--- src/design/murmur64a_stream_hash_top_defines.svh ---
// Assertion macros shared by the murmur64a stream hash RTL.
// No dependencies; included by modules that carry assertions.
`ifndef MURMUR64A_STREAM_HASH_TOP_DEFINES_SVH
`define MURMUR64A_STREAM_HASH_TOP_DEFINES_SVH

// same-cycle implication
`define M64H_ASSERT_NOW(label, ante, cons, msg) \
    label: assert property (@(posedge clk) disable iff (!rst_n) (ante) |-> (cons)) \
        else $error(msg);

// next-cycle implication
`define M64H_ASSERT_NEXT(label, ante, cons, msg) \
    label: assert property (@(posedge clk) disable iff (!rst_n) (ante) |=> (cons)) \
        else $error(msg);

`endif

--- src/design/m64h_pkg.sv ---
// Types, constants and helpers for the murmur64a stream hash.
// No dependencies.
package m64h_pkg;

    localparam logic [63:0] MIX_MUL       = 64'hC6A4_A793_5BD1_E995;
    localparam int          MIX_SHIFT     = 47;
    localparam logic [63:0] SEED_AT_RESET = 64'hDECA_FBAD_DECA_FBAD;
    localparam logic [3:0]  FULL_BYTES    = 4'd8;

    typedef enum logic [2:0] {
        S_IDLE,
        S_DISP,
        S_LEN,
        S_K1,
        S_K2,
        S_H,
        S_FIN,
        S_EMIT
    } hash_state_t;

    typedef enum logic [1:0] {
        MS_LL,
        MS_LH,
        MS_HL
    } mul_step_t;

    // mask of the low n bytes, n in 0..8
    function automatic logic [63:0] byte_keep(input logic [3:0] n);
        logic [63:0] keep;
        unique case (n)
            4'd0:    keep = 64'h0000_0000_0000_0000;
            4'd1:    keep = 64'h0000_0000_0000_00FF;
            4'd2:    keep = 64'h0000_0000_0000_FFFF;
            4'd3:    keep = 64'h0000_0000_00FF_FFFF;
            4'd4:    keep = 64'h0000_0000_FFFF_FFFF;
            4'd5:    keep = 64'h0000_00FF_FFFF_FFFF;
            4'd6:    keep = 64'h0000_FFFF_FFFF_FFFF;
            4'd7:    keep = 64'h00FF_FFFF_FFFF_FFFF;
            default: keep = 64'hFFFF_FFFF_FFFF_FFFF;
        endcase
        return keep;
    endfunction

    function automatic logic [63:0] xor_shift(input logic [63:0] x);
        return x ^ (x >> MIX_SHIFT);
    endfunction

endpackage

--- src/design/murmur64a_stream_hash_top.sv ---
// Top level of the murmur64a stream hash: handshakes, sequencer, accumulator.
// Uses m64h_pkg, m64h_mul and the defines header.
// A request is taken only while the block is idle and then runs alone: all
// 64-bit products go through one shared 32x32 multiplier, three partial
// products per product. A request is dispatched and then takes three products
// for a full word, one for 1 to 7 bytes and none for none; a first word adds a
// length product and a second dispatch, a last word adds a finalisation
// product and the load of the result register, which waits while an earlier
// hash still waits to be taken. The result register lets the next request
// start while a hash waits to be taken.
`include "murmur64a_stream_hash_top_defines.svh"

module murmur64a_stream_hash_top
    import m64h_pkg::*;
#(
    parameter int LENGTH_BITS = 32
)
(
    input  logic        clk,
    input  logic        rst_n,
    input  logic        cfg_write_en,
    input  logic [63:0] cfg_write_data,
    input  logic        in_valid,
    output logic        in_stall,
    input  logic [63:0] data_word,
    input  logic [3:0]  word_bytes,
    input  logic [31:0] message_length,
    input  logic        first_word,
    input  logic        last_word,
    output logic        out_valid,
    input  logic        out_stall,
    output logic [63:0] hash_value
);

    localparam int          LEN_KEEP = (LENGTH_BITS < 32) ? LENGTH_BITS : 32;
    localparam logic [31:0] LEN_MASK = 32'hFFFF_FFFF >> (32 - LEN_KEEP);

    hash_state_t state_reg, state_next;
    logic        started_reg, started_next;
    logic        first_reg, first_next;
    logic        last_reg, last_next;
    logic        out_valid_reg, out_valid_next;
    logic [63:0] seed_reg, seed_next;
    logic [63:0] h_reg, h_next;
    logic [63:0] t_reg, t_next;
    logic [63:0] data_reg, data_next;
    logic [3:0]  nbytes_reg, nbytes_next;
    logic [31:0] len_reg, len_next;
    logic [63:0] hash_reg, hash_next;

    logic        mul_start;
    logic [63:0] mul_operand;
    logic        mul_done;
    logic [63:0] mul_result;
    logic        in_take;
    logic        out_free;
    logic        mul_state;

    m64h_mul u_mul (
        .clk     (clk),
        .rst_n   (rst_n),
        .start   (mul_start),
        .operand (mul_operand),
        .done    (mul_done),
        .result  (mul_result)
    );

    assign in_take   = in_valid && !in_stall;
    assign out_free  = !out_valid_reg || !out_stall;
    assign mul_state = (state_reg == S_LEN) || (state_reg == S_K1) || (state_reg == S_K2)
                    || (state_reg == S_H) || (state_reg == S_FIN);

    // next state
    always_comb
    begin
        state_next = state_reg;
        unique case (state_reg)
            S_IDLE:
                if (in_take)
                    state_next = S_DISP;
            S_DISP:
            begin
                priority if (first_reg)
                    state_next = S_LEN;
                else if (nbytes_reg == FULL_BYTES)
                    state_next = S_K1;
                else if (nbytes_reg != 4'd0)
                    state_next = S_H;
                else if (last_reg)
                    state_next = S_FIN;
                else
                    state_next = S_IDLE;
            end
            S_LEN:
                if (mul_done)
                    state_next = S_DISP;
            S_K1:
                if (mul_done)
                    state_next = S_K2;
            S_K2:
                if (mul_done)
                    state_next = S_H;
            S_H:
                if (mul_done)
                    state_next = last_reg ? S_FIN : S_IDLE;
            S_FIN:
                if (mul_done)
                    state_next = S_EMIT;
            S_EMIT:
                if (out_free)
                    state_next = S_IDLE;
            default:
                state_next = S_IDLE;
        endcase
    end

    // outputs of the sequencer
    always_comb
    begin
        in_stall    = (state_reg != S_IDLE);
        mul_start   = mul_state && !started_reg;
        mul_operand = h_reg;
        unique case (state_reg)
            S_LEN:   mul_operand = {32'h0, len_reg};
            S_K1:    mul_operand = data_reg;
            S_K2:    mul_operand = xor_shift(t_reg);
            S_FIN:   mul_operand = xor_shift(h_reg);
            default: mul_operand = h_reg;
        endcase
    end

    // datapath
    always_comb
    begin
        started_next   = started_reg;
        first_next     = first_reg;
        last_next      = last_reg;
        out_valid_next = out_valid_reg && out_stall;
        seed_next      = cfg_write_en ? cfg_write_data : seed_reg;
        h_next         = h_reg;
        t_next         = t_reg;
        data_next      = data_reg;
        nbytes_next    = nbytes_reg;
        len_next       = len_reg;
        hash_next      = hash_reg;

        if (mul_start)
            started_next = 1'b1;
        else if (mul_done)
            started_next = 1'b0;

        unique case (state_reg)
            S_IDLE:
                if (in_take)
                begin
                    data_next   = data_word;
                    nbytes_next = (word_bytes > FULL_BYTES) ? FULL_BYTES : word_bytes;
                    len_next    = message_length & LEN_MASK;
                    first_next  = first_word;
                    last_next   = last_word;
                end
            S_DISP:
                if (!first_reg && nbytes_reg != FULL_BYTES && nbytes_reg != 4'd0)
                    h_next = h_reg ^ (data_reg & byte_keep(nbytes_reg));
            S_LEN:
                if (mul_done)
                begin
                    h_next     = seed_reg ^ mul_result;
                    first_next = 1'b0;
                end
            S_K1:
                if (mul_done)
                    t_next = mul_result;
            S_K2:
                if (mul_done)
                    h_next = h_reg ^ mul_result;
            S_H:
                if (mul_done)
                    h_next = mul_result;
            S_FIN:
                if (mul_done)
                    t_next = xor_shift(mul_result);
            S_EMIT:
                if (out_free)
                begin
                    hash_next      = t_reg;
                    out_valid_next = 1'b1;
                end
            default:
            begin
            end
        endcase
    end

    always_ff @(posedge clk or negedge rst_n)
    begin
        if (!rst_n)
        begin
            state_reg     <= S_IDLE;
            started_reg   <= 1'b0;
            first_reg     <= 1'b0;
            last_reg      <= 1'b0;
            out_valid_reg <= 1'b0;
            seed_reg      <= SEED_AT_RESET;
            h_reg         <= 64'h0;
        end
        else
        begin
            state_reg     <= state_next;
            started_reg   <= started_next;
            first_reg     <= first_next;
            last_reg      <= last_next;
            out_valid_reg <= out_valid_next;
            seed_reg      <= seed_next;
            h_reg         <= h_next;
        end
    end

    always_ff @(posedge clk)
    begin
        t_reg      <= t_next;
        data_reg   <= data_next;
        nbytes_reg <= nbytes_next;
        len_reg    <= len_next;
        hash_reg   <= hash_next;
    end

    assign out_valid  = out_valid_reg;
    assign hash_value = hash_reg;

    `M64H_ASSERT_NOW(a_done_in_mul, mul_done, mul_state && started_reg,
                     "multiply done outside a multiply step")
    `M64H_ASSERT_NEXT(a_take_disp, in_take, state_reg == S_DISP,
                      "accepted request did not reach dispatch")
    `M64H_ASSERT_NEXT(a_emit_loads, state_reg == S_EMIT && out_free,
                      out_valid_reg && state_reg == S_IDLE, "hash not loaded on emit")
    `M64H_ASSERT_NOW(a_start_once, mul_start, !started_reg,
                     "multiply issued twice in one step")

endmodule

--- src/design/m64h_mul.sv ---
// Iterative 64-bit multiply by the mixing constant, low 64 bits kept.
// One 32x32 partial product per cycle; uses m64h_pkg and the defines header.
`include "murmur64a_stream_hash_top_defines.svh"

module m64h_mul
    import m64h_pkg::*;
(
    input  logic        clk,
    input  logic        rst_n,
    input  logic        start,
    input  logic [63:0] operand,
    output logic        done,
    output logic [63:0] result
);

    logic        active_reg, active_next;
    logic        done_reg, done_next;
    mul_step_t   step_reg, step_next;
    logic [63:0] a_reg, a_next;
    logic [63:0] acc_reg, acc_next;
    logic [31:0] op_a, op_b;
    logic [63:0] prod;

    always_comb
    begin
        unique case (step_reg)
            MS_LL:
            begin
                op_a = a_reg[31:0];
                op_b = MIX_MUL[31:0];
            end
            MS_LH:
            begin
                op_a = a_reg[31:0];
                op_b = MIX_MUL[63:32];
            end
            default:
            begin
                op_a = a_reg[63:32];
                op_b = MIX_MUL[31:0];
            end
        endcase
    end

    assign prod = 64'(op_a) * 64'(op_b);

    always_comb
    begin
        active_next = active_reg;
        done_next   = 1'b0;
        step_next   = step_reg;
        a_next      = a_reg;
        acc_next    = acc_reg;
        if (start)
        begin
            active_next = 1'b1;
            step_next   = MS_LL;
            a_next      = operand;
        end
        else if (active_reg)
        begin
            unique case (step_reg)
                MS_LL:
                begin
                    acc_next  = prod;
                    step_next = MS_LH;
                end
                MS_LH:
                begin
                    acc_next  = acc_reg + {prod[31:0], 32'h0};
                    step_next = MS_HL;
                end
                default:
                begin
                    acc_next    = acc_reg + {prod[31:0], 32'h0};
                    active_next = 1'b0;
                    done_next   = 1'b1;
                end
            endcase
        end
    end

    always_ff @(posedge clk or negedge rst_n)
    begin
        if (!rst_n)
        begin
            active_reg <= 1'b0;
            done_reg   <= 1'b0;
            step_reg   <= MS_LL;
        end
        else
        begin
            active_reg <= active_next;
            done_reg   <= done_next;
            step_reg   <= step_next;
        end
    end

    always_ff @(posedge clk)
    begin
        a_reg   <= a_next;
        acc_reg <= acc_next;
    end

    assign done   = done_reg;
    assign result = acc_reg;

    `M64H_ASSERT_NOW(a_start_idle, start, !active_reg, "multiply started while busy")
    `M64H_ASSERT_NEXT(a_last_done, active_reg && step_reg == MS_HL && !start, done_reg,
                      "last partial product gave no done")
    `M64H_ASSERT_NOW(a_done_idle, done_reg, !active_reg, "done while still active")

endmodule

--- config.mk ---
export PLATFORM = sky130hd
export DESIGN_NAME = murmur64a_stream_hash_top
export DESIGN_NICKNAME = d
export VERILOG_FILES = /design/src/design/m64h_pkg.sv /design/src/design/murmur64a_stream_hash_top.sv /design/src/design/m64h_mul.sv
export VERILOG_INCLUDE_DIRS = /design/src /design/src/design
export SDC_FILE = /design/constraint.sdc
export NUM_CORES = 2
export LEC_CHECK = 0
export BUFFER_PORTS_ARGS = -buffer_cell sky130_fd_sc_hd__buf_2
export CAP_MARGIN = 30
export CELL_PAD_IN_SITES_DETAIL_PLACEMENT = 1
export CELL_PAD_IN_SITES_GLOBAL_PLACEMENT = 2
export CORE_UTILIZATION = 25
export CTS_CLUSTER_DIAMETER = 80
export CTS_CLUSTER_SIZE = 40
export DETAILED_ROUTE_END_ITERATION = 8
export HOLD_SLACK_MARGIN = 0.02
export PLACE_DENSITY_LB_ADDON = 0.1
export SLEW_MARGIN = 5
export SYNTH_ARGS = -nofsm -noshare
export SYNTH_HDL_FRONTEND = slang
export SYNTH_SLANG_ARGS = --single-unit
--- constraint.sdc ---
create_clock -name clk -period 25 [get_ports clk]
set_clock_uncertainty 0.2 [all_clocks]
set_input_delay 3.75 -clock clk [delete_from_list [all_inputs] [get_ports clk]]
set_output_delay 3.75 -clock clk [all_outputs]
set_load 0.005 [all_outputs]
**After elaboration in Yosys (flattened, before gate mapping)**

Memory sizes are Yosys's and may differ from the RTL's. A register that Yosys moved wholly into a read port is not among the register bits.
Index checks and enable logic that the tools add are counted.

- $add $sub $neg: 1
- $mul: 1
- $lt $le $gt $ge: 1
- Equality and inequality tests: 18
- Mux-type cells: 43
- Bitwise gates (word level): 8
- Reduce and logical (&&, ||, !) cells: 34

Operator list:

| kind | count |
|---|---|
| $mux 64 | 9 |
| $pmux 64 s4 | 2 |
| $xor 64x17->64 | 3 |
| $xor 64x64->64 | 3 |
| $pmux 64 s2 | 1 |
| $add 64x64->64 | 1 |
| $and 64x64->64 | 1 |
| $mul 32x32->64 | 1 |
| $mux 32 | 2 |
| $mux 3 | 13 |
| $pmux 3 s8 | 1 |
| $eq 3x3->1 const B | 4 |
| $mux 1 | 11 |
| $ne 2x1->1 const B | 5 |
| $reduce_and 2->1 | 4 |
| $reduce_bool 2->1 | 4 |
| $reduce_bool 4->1 | 2 |
| $reduce_and 7->1 | 1 |
| $eq 3x2->1 const B | 2 |
| $ne 2x2->1 const B | 3 |
| $reduce_and 3->1 | 2 |
| $reduce_bool 3->1 | 2 |
| $logic_and 1x1->1 | 5 |
| $logic_not 1->1 | 5 |
| 14 further kinds | 19 |

- Register bits after elaboration: 495
- Memory bits (read-only): 448
- Bits of input ports: 171
- Output and inout port bits: 66
- Word-level logic and storage cells: 124
- Memories kept: 1

Memory list:

| name | depth | bits a word | rd ports | clocked after memory_dff | wr ports | RTL line | source |
|---|---|---|---|---|---|---|---|
| (no name shown) | 8 | 56 | 1 | 1 | 0 | m64h_pkg.sv:30 | `unique case (n)` |

**Logic depth before layout (Yosys ltp)**

- Depth in word-level cells: 9
- Gate-level depth with buffers: 40
- Depth with buffers taken out: 37

**By module**

Synthesis repeated with hierarchy kept, for this count alone.

- Cells, all modules: 4,478
- Area, all modules: 49,174.7 um^2

By module, submodules not included:

| module | instances | cells each | area an instance (um^2) |
|---|---|---|---|
| m64h_mul | 1 | 2,954 | 30,345.4 |
| murmur64a_stream_hash_top | 1 | 1,524 | 18,829.3 |

**Least setup slack after synthesis**

No wires, ideal clock.

- Path kind: register to register
- From: reg u_mul.step_reg[1]
- To: reg u_mul.acc_reg[62], in the netlist u_mul.result[62], data pin
- Setup time: 0.267 ns
- Data arrival time: 9.422 ns
- Required time: 24.533 ns
- Path slack: 15.111 ns
- Stages on the path, launching flop included: 39
- Path buffers: 5
- Clock period less this slack: 9.889 ns
- Cell sequence: dfrtp_1 -> clkbuf_1 -> buf_1 -> buf_1 -> clkbuf_1 -> mux2i_1 -> inv_1 -> nand2_1 -> inv_1 -> ha_1 -> fa_1 -> inv_1 -> fa_1 -> fa_1 -> inv_1 -> fa_1 -> inv_1 -> fa_1 -> [... 3 more ...] -> ha_1 -> clkbuf_1 -> a21oi_1 -> o211ai_1 -> a211oi_1 -> o31ai_1 -> a221oi_1 -> xnor2_1 -> ha_1 -> a21oi_1 -> nand2_1 -> o31ai_1 -> o21ai_0 -> a21o_1 -> a21o_1 -> a21oi_1 -> xor2_1 -> mux2i_1

- Longest elaborated chain between the ends: 6
- Elaborated cells between the ends (all ways): 8
- Classes of those cells: add/sub (1); mul (1); eq/ne (1); mux (3); reduce/logical (2)

RTL lines:

| element | RTL line | source |
|---|---|---|
| start, declared | m64h_mul.sv:18 | `mul_step_t step_reg, step_next;` |
| start signal, assigned | m64h_mul.sv:95 | `step_reg <= step_next;` |
| $eq 2x1->1 / $logic_not 2->1 (equally long branches) | m64h_mul.sv:26, m64h_mul.sv:62 |  |
| $reduce_or 2->1 (no line) | - |  |
| $mux 32 | m64h_mul.sv:26 | `unique case (step_reg)` |
| $mul 32x32->64 | m64h_mul.sv:45 | `assign prod = 64'(op_a) * 64'(op_b);` |
| $add 64x64->64 | m64h_mul.sv:70, m64h_mul.sv:75 |  |
| $mux 64 (*) | - |  |
| end signal, assigned | m64h_mul.sv:102 | `acc_reg <= acc_next;` |
| end, declared | m64h_mul.sv:20 | `logic [63:0] acc_reg, acc_next;` |

Every way passes the cells marked *; elsewhere a longest branch is shown, timed or not.
A chain may end at the register's enable or synchronous reset.

**Final worst setup path**

Same ends and word-level chain as after synthesis.

==> results.md <==
- Detailed placement finished with a half-perimeter wire length of 171000 um.
- The total number of yosys warnings is 0.
- The routed design has 207000 um of wire.
- The congestion estimate from routability-driven global placement came to 0.879.
- The category of cells accounting for the largest share of critical-path delay is adder cells.
- The commonest cells after synthesis are 753 x inv_1, 607 x fa_1, 436 x ha_1.
- In the routed design, unresolved DRC markers number 0.
- For this configuration, the core starts out at a cell density of 25.2%.
- The share of the clock period used by the worst path after layout is 45.3%.
- A synthesized cell averages 10.6 sq um.
- The antenna violation net count after detailed routing is 0.
- The final-stage net count is 5849.
- Sequential cells were found to cover 30.0% of the synthesized design area.
- The longest clock path from root to sink contains 3 buffers.
- Of the cells placed in the final design, the portion with a size suffix greater than 1 is 11.6%.
- For this run, the slowest stage of the critical path takes 0.85 ns.
- By instance count, the leading cell after synthesis is inv_1.
- Among all stages on the critical path, the largest delay is contributed by dfrtp_2.
- The leading area contributor after synthesis is fa_1.
- The pin count of the biggest net entering global routing is 72.
- The row count is 160.
- Clock-pin slew was measured on the worst setup and hold paths at 0.13 ns.
- The required time of the critical path is 25.21 ns.
- The synthesized design devotes to its leading area cell type 25.4% of total area.
- Synthesis produced 4518 cells.
- The hold violation total from the final report came to 0.
- In this run the number of H-tree levels came out at 2.
- The TritonCTS clock tree is yes.
- The largest fanout on the critical path is 21.
- Setup repair after global routing left no endpoint under its margin.
- The detailed-route wire length per cell is 28.9 um.
- The area growth from synthesis to layout is 11.3%.
- The flow ran to the end, and the final reports show no timing, DRC or antenna violations.
- Synthesis inferred 502 register bits.
- The worst-case register-to-register setup slack is 13.67 ns.
- Tracing the worst setup path back leads to its startpoint at u_mul.step_reg[1]$_DFFE_PN0P_.
- The worst register-to-register path begins at u_mul.step_reg[1]$_DFFE_PN0P_.
- The number of CTS-inserted buffers is 35.
- The final core utilization is 28.0%.
- The setup-violating endpoint count in the final report is 0.
- Summing over every cut layer, the via total after detailed routing is 34200.
- Global routing finished with a remaining overflow of 0.
- The critical path data arrival time is 11.54 ns.
- The clock net in this run drives a total of 502 sinks.
- The worst register-to-register path has a depth of 34.
- At the pin with the least slew margin, the transition time is 1.05 ns.
- After detailed routing, the number of vias per cell comes to 4.76.
- The hold-fix buffer count after cts is 0.
- The worst setup path is captured at a flip-flop.
- The clock period could shrink to 11.33 ns.
- The post-cts repair resize count is 0.
- The type of element launching the critical path is a flip-flop.
- The standard cell core area is 0.190 sq mm.
- The die height is 440 um.
- The count of pins over their slew limit was 0.
- The end point of the critical path is u_mul.result[62]$_DFFE_PP_.
- In this run, placement finished with an instance count of 7106.
- After the first detailed-routing iteration, the DRC count stood at 2075.
- The detailed-routing iteration count for the pre-antenna-repair pass is 5.
- The most used flip-flop cell after synthesis is edfxtp_1.
- Port buffering added 236 buffers.
- Measured against its own limit, the worst slew margin works out to 29.6%.
- The number of enable-type register cells in the synthesized netlist is 356.
- Counting buffers and inverters, the worst setup path is 34 cells deep.
- The number of maximum-capacitance violations is 0.
- The via count of the first global-routing pass is 37700.
- Counting stages on the worst path, the most repeated cell is fa_1.
- The die covers 0.193 sq mm.
- Sorting the synthesized cells by area gives the leading types as fa_1 25%, edfxtp_1 22%, ha_1 11%, inv_1 5.9%, dfrtp_1 5.0%.
- The clock reaches the later pin of the worst-skew pair after 0.65 ns.
- The wire length of the first global-routing pass is 296000 um.
- The setup path with the least slack is of type flip-flop to flip-flop.
- CTS placed an instance of clkbuf_16 at the clock tree root.
- The design area is 0.0533 sq mm.
- The top achievable clock speed is 88.3 MHz.
- For this design the top-level I/O count stands at 237.
- The number of antenna violations at the first check in global routing is 14.
- The post-layout instance count excluding filler cells is 7174.
- The reg-to-reg critical path endpoint is u_mul.result[62]$_DFFE_PP_.
- The post-synthesis async set-or-reset flop share is 27.7%.
- The number of setup buffers added after CTS is 0.
- In this run the cell area of the synthesized design comes to 0.0479 sq mm.
- The filler cell count in the final layout is 21300.
- The synthesized netlist contains 70 unique library cells.
- The total global-route track usage is 21.6%.
- After detailed placement, the total cell area comes to 0.0519 sq mm.
- The critical path contains buffers and inverters numbering 7 combined.
- The die is 440 um wide.
- The tightest min-delay check is of the flip-flop to flip-flop type.
- The total negative setup slack is 0 ns.
per-layer routing:
metal / share of wire, % / vias to the layer above / track usage [%]
met5: 0.015 / - / 0
met4: 1.4 / 4 / 3.00
met3: 2.9 / 103 / 2.04
met2: 47 / 526 / 35.3
met1: 49 / 18100 / 31.4
li1: - / 15400 / -
through the flow:
step | setup WS [ns] | hold WS [ns]
final | 13.67 | 0.278
after global routing | 13.21 | 0.288
after CTS | 13.61 | 0.287
after detailed placement | 13.71 | 0.248
after global placement | 13.68 | 0.244
after floorplan | 15.11 | 0.226
cells by family after synthesis:
| group | count (synthesis) | synth area share (%) |
|---|---|---|
| AND/OR/NAND/NOR | 958 | 9.38 |
| adder cells (fa/ha/maj) | 1043 | 36.8 |
| other | 2 | 0.0157 |
| multiplexers | 116 | 2.65 |
| flip-flops | 502 | 30.0 |
| XOR/XNOR | 137 | 2.51 |
| buffers and inverters | 959 | 7.53 |
| AO/OA/AOI/OAI | 801 | 11.1 |
cell type report:
cell class,count,area (sq um),share of cell area (%)
Antenna cell,2,5.00,0.00939
Clock buffer,35,876,1.64
Clock inverter,28,505,0.949
Inverter,755,2840,5.32
Multi-Input combinational cell,3060,30000,56.3
Sequential cell,502,14400,27.0
Tap cell,2511,3140,5.90
Timing Repair Buffer,281,1530,2.87
how the worst min path moves through the flow:
stage                                   start                       end  cells after the start  slack (ns)
final                     t_reg[31]$_DFFE_PP_  hash_value[31]$_DFFE_PP_                      0        0.28
after CTS                 t_reg[13]$_DFFE_PP_  hash_value[13]$_DFFE_PP_                      0        0.29
after global routing       t_reg[7]$_DFFE_PP_   hash_value[7]$_DFFE_PP_                      0        0.29
after detailed placement  t_reg[31]$_DFFE_PP_  hash_value[31]$_DFFE_PP_                      0        0.25
after floorplan           t_reg[17]$_DFFE_PP_  hash_value[17]$_DFFE_PP_                      0        0.23
after global placement    t_reg[31]$_DFFE_PP_  hash_value[31]$_DFFE_PP_                      0        0.24
cell usage in the layout, fill, tap and decap left out, types with 11 or more instances in the layout:
master       n
ha_1       436
a21oi_1    190
and3_1      71
nand2b_1    12
o21a_1      11
a21o_1      61
fa_1       607
mux2i_1     32
nor2_1     175
xor2_1      56
a222oi_1    16
nand3_1     88
mux2_2      84
buf_4       46
a221oi_1    38
clkbuf_16   35
nor3b_1     29
edfxtp_1   356
a211oi_1    29
o21ai_0    170
dfstp_2     44
dfrtp_1     93
nand4_1     14
nand2_1    400
inv_1      751
and2_1      47
o211ai_1    22
a22o_1      65
nor3_1      19
or2_2       32
o21bai_1    16
a31oi_1     58
o311ai_0    35
nand3b_1    37
xnor2_1     81
o31ai_1     35
buf_2      234
Power is not shown: default switching activity piles up to over one toggle a cycle in this logic, so the estimate is an artifact.
